`src/sv/ip_blocklist_rate_limit_filter_defines.svh`:
```
// Assertion macros shared by the filter RTL.
`ifndef IP_BLOCKLIST_RATE_LIMIT_FILTER_DEFINES_SVH
`define IP_BLOCKLIST_RATE_LIMIT_FILTER_DEFINES_SVH

// Property that must hold at every rising clock edge outside reset.
`define BRL_ASSERT(lbl, clk, rst_n, prop, msg) \
    lbl: assert property (@(posedge clk) disable iff (!rst_n) (prop)) else $error(msg);

// Property checked at every rising clock edge, reset included.
`define BRL_ASSERT_ALWAYS(lbl, clk, prop, msg) \
    lbl: assert property (@(posedge clk) (prop)) else $error(msg);

`endif

```
`src/sv/brl_pkg.sv`:
```
// ============================================================================
// brl_pkg
// Types and constants shared by the blocklist and rate limit filter.
// ============================================================================
package brl_pkg;

    localparam int unsigned BlockEntriesDef = 64;
    localparam int unsigned RateEntriesDef  = 64;

    localparam logic [15:0] Ipv4Type    = 16'h0800;
    localparam logic [15:0] EthHdrBytes = 16'd14;
    localparam logic [15:0] EthIpBytes  = 16'd34;
    localparam logic [3:0]  MinIhl      = 4'd5;
    localparam logic [31:0] RateLimitRst    = 32'd1000;
    localparam logic [35:0] WindowLengthRst = 36'd1000000000;

    localparam logic [1:0] CmdPacket = 2'd0;
    localparam logic [1:0] CmdWrite  = 2'd1;
    localparam logic [1:0] CmdRead   = 2'd2;
    localparam logic [1:0] CmdNone   = 2'd3;

    localparam logic [2:0] RsnPass    = 3'd0;
    localparam logic [2:0] RsnBlocked = 3'd1;
    localparam logic [2:0] RsnRate    = 3'd2;
    localparam logic [2:0] RsnParse   = 3'd3;
    localparam logic [2:0] RsnNotIp   = 3'd4;

    localparam logic [1:0] StPassed  = 2'd0;
    localparam logic [1:0] StBlocked = 2'd1;
    localparam logic [1:0] StRate    = 2'd2;
    localparam logic [1:0] StParse   = 2'd3;

    localparam logic [0:0] RegRateLimit = 1'd0;
    localparam logic [0:0] RegWindowLen = 1'd1;

    typedef struct packed {
        logic [1:0]  cmd;
        logic [15:0] frame_length;
        logic [15:0] ether_type;
        logic [3:0]  header_words;
        logic [31:0] source_address;
        logic [63:0] arrival_time;
        logic [7:0]  block_flag;
        logic [1:0]  counter_select;
    } t_req;

    typedef struct packed {
        logic        drop;
        logic [2:0]  reason;
        logic        write_ok;
        logic [63:0] counter_value;
    } t_rsp;

endpackage

```
`src/sv/brl_stats.sv`:
```
// ============================================================================
// brl_stats
// Four saturating 64-bit event counters with one bump port and a read port.
// ============================================================================
module brl_stats (
    input  logic        i_clk,
    input  logic        i_rst_n,
    input  logic        i_bump,
    input  logic [1:0]  i_bump_sel,
    input  logic [1:0]  i_rd_sel,
    output logic [63:0] o_rd_data
);
    import brl_pkg::*;

    logic [63:0] r_cnt [4];

    always_ff @(posedge i_clk) begin
        if (!i_rst_n) begin
            for (int k = 0; k < 4; k++) begin
                r_cnt[k] <= '0;
            end
        end else if (i_bump && (r_cnt[i_bump_sel] != '1)) begin
            r_cnt[i_bump_sel] <= r_cnt[i_bump_sel] + 64'd1;
        end
    end

    assign o_rd_data = r_cnt[i_rd_sel];
endmodule

```
`config.mk`:
```
export PLATFORM = sky130hd
export DESIGN_NAME = brl_stats
export DESIGN_NICKNAME = d
export VERILOG_FILES = /design/src/sv/ip_blocklist_rate_limit_filter_defines.svh /design/src/sv/brl_pkg.sv /design/src/sv/brl_stats.sv
export SDC_FILE = /design/constraint.sdc
export NUM_CORES = 1
export LEC_CHECK = 0
export BUFFER_PORTS_ARGS = -buffer_cell sky130_fd_sc_hd__buf_2
export CELL_PAD_IN_SITES_DETAIL_PLACEMENT = 1
export CELL_PAD_IN_SITES_GLOBAL_PLACEMENT = 1
export CORE_AREA = 2 2 161 163
export DETAILED_ROUTE_END_ITERATION = 7
export DIE_AREA = 0 0 163 165
export PLACE_DENSITY_LB_ADDON = 0.25
export SKIP_CTS_REPAIR_TIMING = 1
export SLEW_MARGIN = 0
export SYNTH_ARGS = -nofsm -noshare
export SYNTH_HDL_FRONTEND = slang
export SYNTH_SLANG_ARGS = --single-unit
```
`constraint.sdc`:
```
create_clock -name i_clk -period 21.8 [get_ports i_clk]
set_input_delay 1.09 -clock i_clk [delete_from_list [all_inputs] [get_ports i_clk]]
set_output_delay 1.09 -clock i_clk [all_outputs]
set_load 0.02 [all_outputs]
```
# Word level (Yosys, flattened, before mapping)
# Memory sizes are Yosys's and may differ from the RTL's.
# Cells that the tools add are included.
[classes]
n_addsub = 1
eq_ne = 1
mux = 7
reduce_logical = 2
[ops]
columns = ["cell", "count"]
rows = [
  ["adder 64 x 1 -> 64 bit, second input constant", 1],
  ["two-way mux 64 bit", 1],
  ["inequality test 64 bit, second input constant", 1],
  ["OR reduction 64 bit", 1],
  ["two-way mux 1 bit", 5],
  ["two-way mux 2 bit", 1],
  ["logical AND 1 bit", 1],
]
[word_totals]
reg_bits = 0
mem_bits_rw = 256
inputBits = 7
out_inout_bits = 64
word_cells = 12
memories = 1
[mem_list]
columns = ["name", "depth", "word_bits", "read_ports", "rd_ports_with_merged_regs", "write_ports", "line_no", "source"]
rows = [
  ["r_cnt", 4, 64, 2, 0, 4, "brl_stats.sv:15", "logic [63:0] r_cnt [4];"],
]

# Logic depth before layout (Yosys ltp)
# An unclocked memory read counts as a cell.
[depth]
ltp_word = 8
ltp_mapped = 14
mapped_depth_nobuf = 7

# Worst setup path after synthesis
# OpenSTA, ideal clock, no wires.
[synth_timing]
kind = "input port to flip-flop"
start = "in i_bump_sel[0]"
end = "mem r_cnt[3][0], enable pin"
setup_ps = 574
t_arrival_ps = 7573
required_ps = 21226
setup_slack_ps = 13652
path_stages = 11
path_buffers = 5
cell_sequence = "buf_6 > buf_12 > buf_6 > buf_6 > mux4_2 > and3_1 > buf_4 > and4_1 > nand4_1 > nor2_1 > o21ai_0"
[synth_lines]
columns = ["item", "line_no", "source"]
rows = [
  ["start, declared", "brl_stats.sv:9", "input logic [1:0] i_bump_sel,"],
  ["end, declared", "brl_stats.sv:15", ""],
]

==> flow_summary_export.csv <==
group,metric,value,unit
floorplan,core,0.0250,mm²
routing,via_count,9327,
sta,drv_slew,0,
logic_synthesis,netlist_area,0.0137,mm²
sta,fmax,169,MHz
logic_synthesis,syn_inst,965,
logic_synthesis,synth_seq_cells,256,
floorplan,dieArea,0.0269,mm²
logic_synthesis,synth-main-ff-cell,"edfxtp_1",
clocking,clk_pin_slew,0.06,ns
clocking,max-clock-path-buffers,3,
floorplan,io-pin-count,71,
routing,ant_nets,0,
routing,via_per_inst,6.86,
critical_path,startpoint_type,"input port",
placed_design,place_congestion,0.800,
final_layout,multi_input_area,0.00568,mm²
logic_synthesis,synth_cell_types,46,
clocking,cts_sinks,256,
logic_synthesis,yosys_warnings,0,
final_layout,area_growth,11.3,%
final_layout,antenna_cells,0,
placed_design,detailed_place_hpwl,22900,µm
critical_path,critPathRequiredTime,22.06,ns
clocking,cts_root_buffer,"clkbuf_16",
critical_path,slowest_stage,"o21bai_4",
sta,hold_violations,0,
logic_synthesis,synth_edf_count,256,
grt,antenna_found_initial,0,
power,p_leak,5.16,nW
routing,first_pass_iters,7,
power,ir_drop,0.0000794,V
critical_path,crit_chain,"buf_4, buf_4, mux4_1, nand4_1, nor4_2, nand4_1, o21bai_4, buf_4, nor2_1",
final_layout,largest_reg_flops,256,
sta,max_slew_margin,22.9,%
power,total_power,1.26,mW
sta,whs,0.631,ns
floorplan,rows,58,
routing,drt_iter0_drc,969,
floorplan,die_h,165,µm
logic_synthesis,yosysSeqAreaShare,56.1,%
floorplan,die_w,163,µm
sta,clock_skew,0.0103,ns
logic_synthesis,async_flop_share,0,%
sta,worst_pin_slew,1.16,ns
logic_synthesis,syn_nets,973,
final_layout,drive_gt1_share,25.5,%
grt,grt_first_pass_wirelength,60200,µm
critical_path,arrival,6.17,ns
sta,setup-violations-final,0,
sta,final.period_utilization,27.1,%
run_status,outcome,"complete, no violations",
critical_path,cp_slowest_stage_delay,0.87,ns
critical_path,crit_type,"in -> reg",
critical_path,r2r_slack,17.51,ns
grt,grt_start_max_net_pins,65,
grt,grt_use_total,29.9,%
logic_synthesis,avgSynthCellArea,14.2,µm²
routing,wl_per_cell,28.5,µm
run,cap_violations,0,
power,pwr_density_cell,82.7,mW/mm²
clocking,h-tree-depth,1,
routing,drt-total-wl,38700,µm
final_layout,top_regs,"r_cnt x256",
grt,grt_pass1_vias,10100,
critical_path,crit_fanout,42,
floorplan,initial_core_util,54.8,%
final_layout,fillers,2399,
clocking,insertion_delay,0.55,ns
critical_path,path_common_cell,"buf_4",
clocking,cts-buffers-inserted,28,
final_layout,fin_nets,1017,
sta,min_period,5.90,ns
grt,grt_overflow,0,
final_layout,regMostFlops,"r_cnt",
final_layout,seq_area,0.00769,mm²
worst_hold_path,hold_path.class,"reg -> reg",
clocking,cts_tree,"built",
routing,drc,0,
critical_path,crit_path_end_kind,"flip-flop",
sta,setup_tns,0,ns
sta,rsz0062_at_grt,"false",
placed_design,numPortBuffers,70,
[worst max-delay path: cells and delay by family]
kind | cells | cell delay [ns]
AO/OA/AOI/OAI | 1 | 0.87
buffers and inverters | 3 | 1.88
multiplexers | 1 | 0.51
AND/OR/NAND/NOR | 4 | 1.74
[cells in the mapped netlist (10+ instances only)]
cell type	instances	area share, %
nor2_1	192	5.3
a21oi_1	76	2.8
and3_1	11	0.50
nand4_1	22	1.0
o21ai_0	15	0.55
clkbuf_1	22	0.60
xnor2_1	25	1.6
mux4_2	121	20
xor2_1	18	1.1
nor3_1	13	0.47
buf_2	25	0.91
nor4_1	18	0.82
nand3_1	20	0.73
edfxtp_1	256	56
nand4b_1	10	0.64
and2_1	10	0.46
nand2_1	28	0.77
[path summary, 6_finish.rpt]
check                             startpoint  cells after the start                   endpoint
setup / recovery               i_bump_sel[0]                      9     r_cnt[3][27]$_DFFE_PP_
hold / removal     r_cnt[2][0]$_SDFFCE_PN0P_                      1  r_cnt[2][0]$_SDFFCE_PN0P_
setup reg to reg  r_cnt[1][19]$_SDFFCE_PN0P_                      7     r_cnt[3][27]$_DFFE_PP_
hold reg to reg    r_cnt[2][0]$_SDFFCE_PN0P_                      1  r_cnt[2][0]$_SDFFCE_PN0P_
[cells in the final DEF, fill, tap and decap left out, types with 2 or more instances in the layout]
| cell | synthesis | routed |
|---|---|---|
| edfxtp_1 | 256 | 256 |
| nor2_1 | 192 | 192 |
| mux4_2 | 121 | 121 |
| a21oi_1 | 76 | 76 |
| buf_2 | 25 | 68 |
| clkbuf_16 | 0 | 29 |
| nand2_1 | 28 | 25 |
| xnor2_1 | 25 | 25 |
| nand4_1 | 22 | 22 |
| nand3_1 | 20 | 20 |
| nor4_1 | 18 | 18 |
| xor2_1 | 18 | 18 |
| buf_4 | 6 | 15 |
| nor3_1 | 13 | 13 |
| and3_1 | 11 | 11 |
| o21ai_0 | 15 | 11 |
| and2_1 | 10 | 10 |
| nand4b_1 | 10 | 10 |
| inv_1 | 9 | 9 |
| bufinv_16 | 0 | 7 |
| and4_1 | 6 | 6 |
| o31ai_1 | 6 | 6 |
| nand3b_1 | 6 | 6 |
| clkbuf_1 | 22 | 6 |
| mux4_1 | 5 | 5 |
| clkinv_1 | 0 | 5 |
| o21ai_4 | 0 | 4 |
| or4b_1 | 3 | 3 |
| or4_4 | 2 | 2 |
| mux4_4 | 2 | 2 |
| or4_1 | 2 | 2 |
| or3_1 | 2 | 2 |
| or2_2 | 2 | 2 |
| nand4bb_1 | 2 | 2 |
| nand2_2 | 0 | 2 |
| nor3b_1 | 2 | 2 |
| clkinvlp_4 | 0 | 2 |
[logic make-up after synthesis]
logic type                 Yosys count  synth area share, %
and+or+nand+nor                    359                 13.0
DFF                                256                 56.1
muxes                              128                 21.2
AOI/OAI and AO/OA                  100                 3.84
buffers and inverters               78                 3.03
xor gates and xnor gates            43                 2.75
adders and majority gates            1               0.0912
[cell type report]
cell class | count | area share [%]
tap | 330 | 2.71
timing repair buffer | 83 | 2.97
clock buffer | 35 | 4.90
sequential | 256 | 50.4
clock inverter | 15 | 1.63
multi-input combinational | 631 | 37.2
inverter | 9 | 0.221
[per-stage QoR]
step | std cells | util (%) | setup slack (ns) | area [µm²]
floorplan | 965 | - | 13.65 | 13700
global placement | 1309 | 57.0 | 15.57 | 14300
detailed placement | 1309 | 57.0 | 15.42 | 14300
CTS | 1359 | 61.0 | 15.89 | 15300
global route | 1359 | 61.0 | 15.39 | 15300
finish | 1359 | 61.0 | 15.90 | 15300
[report_power, final]
group          internal, mW  leakage, nW  switching [mW]
combinational        0.0577         2.02          0.0989
sequential            0.572         2.67          0.0145
clock                 0.324        0.475           0.196
total                 0.954         5.16           0.309
[per-layer routing]
| metal | track usage [%] | vias up | wire (µm) |
|---|---|---|---|
| met4 | 8.41 | 0 | 873 |
| li1 | - | 3902 | - |
| met3 | 3.11 | 71 | 2220 |
| met1 | 39.5 | 4962 | 15400 |
| met5 | 0 | - | 0 |
| met2 | 53.2 | 392 | 20200 |
No activity file was read; power rests on OpenSTA's default activity.
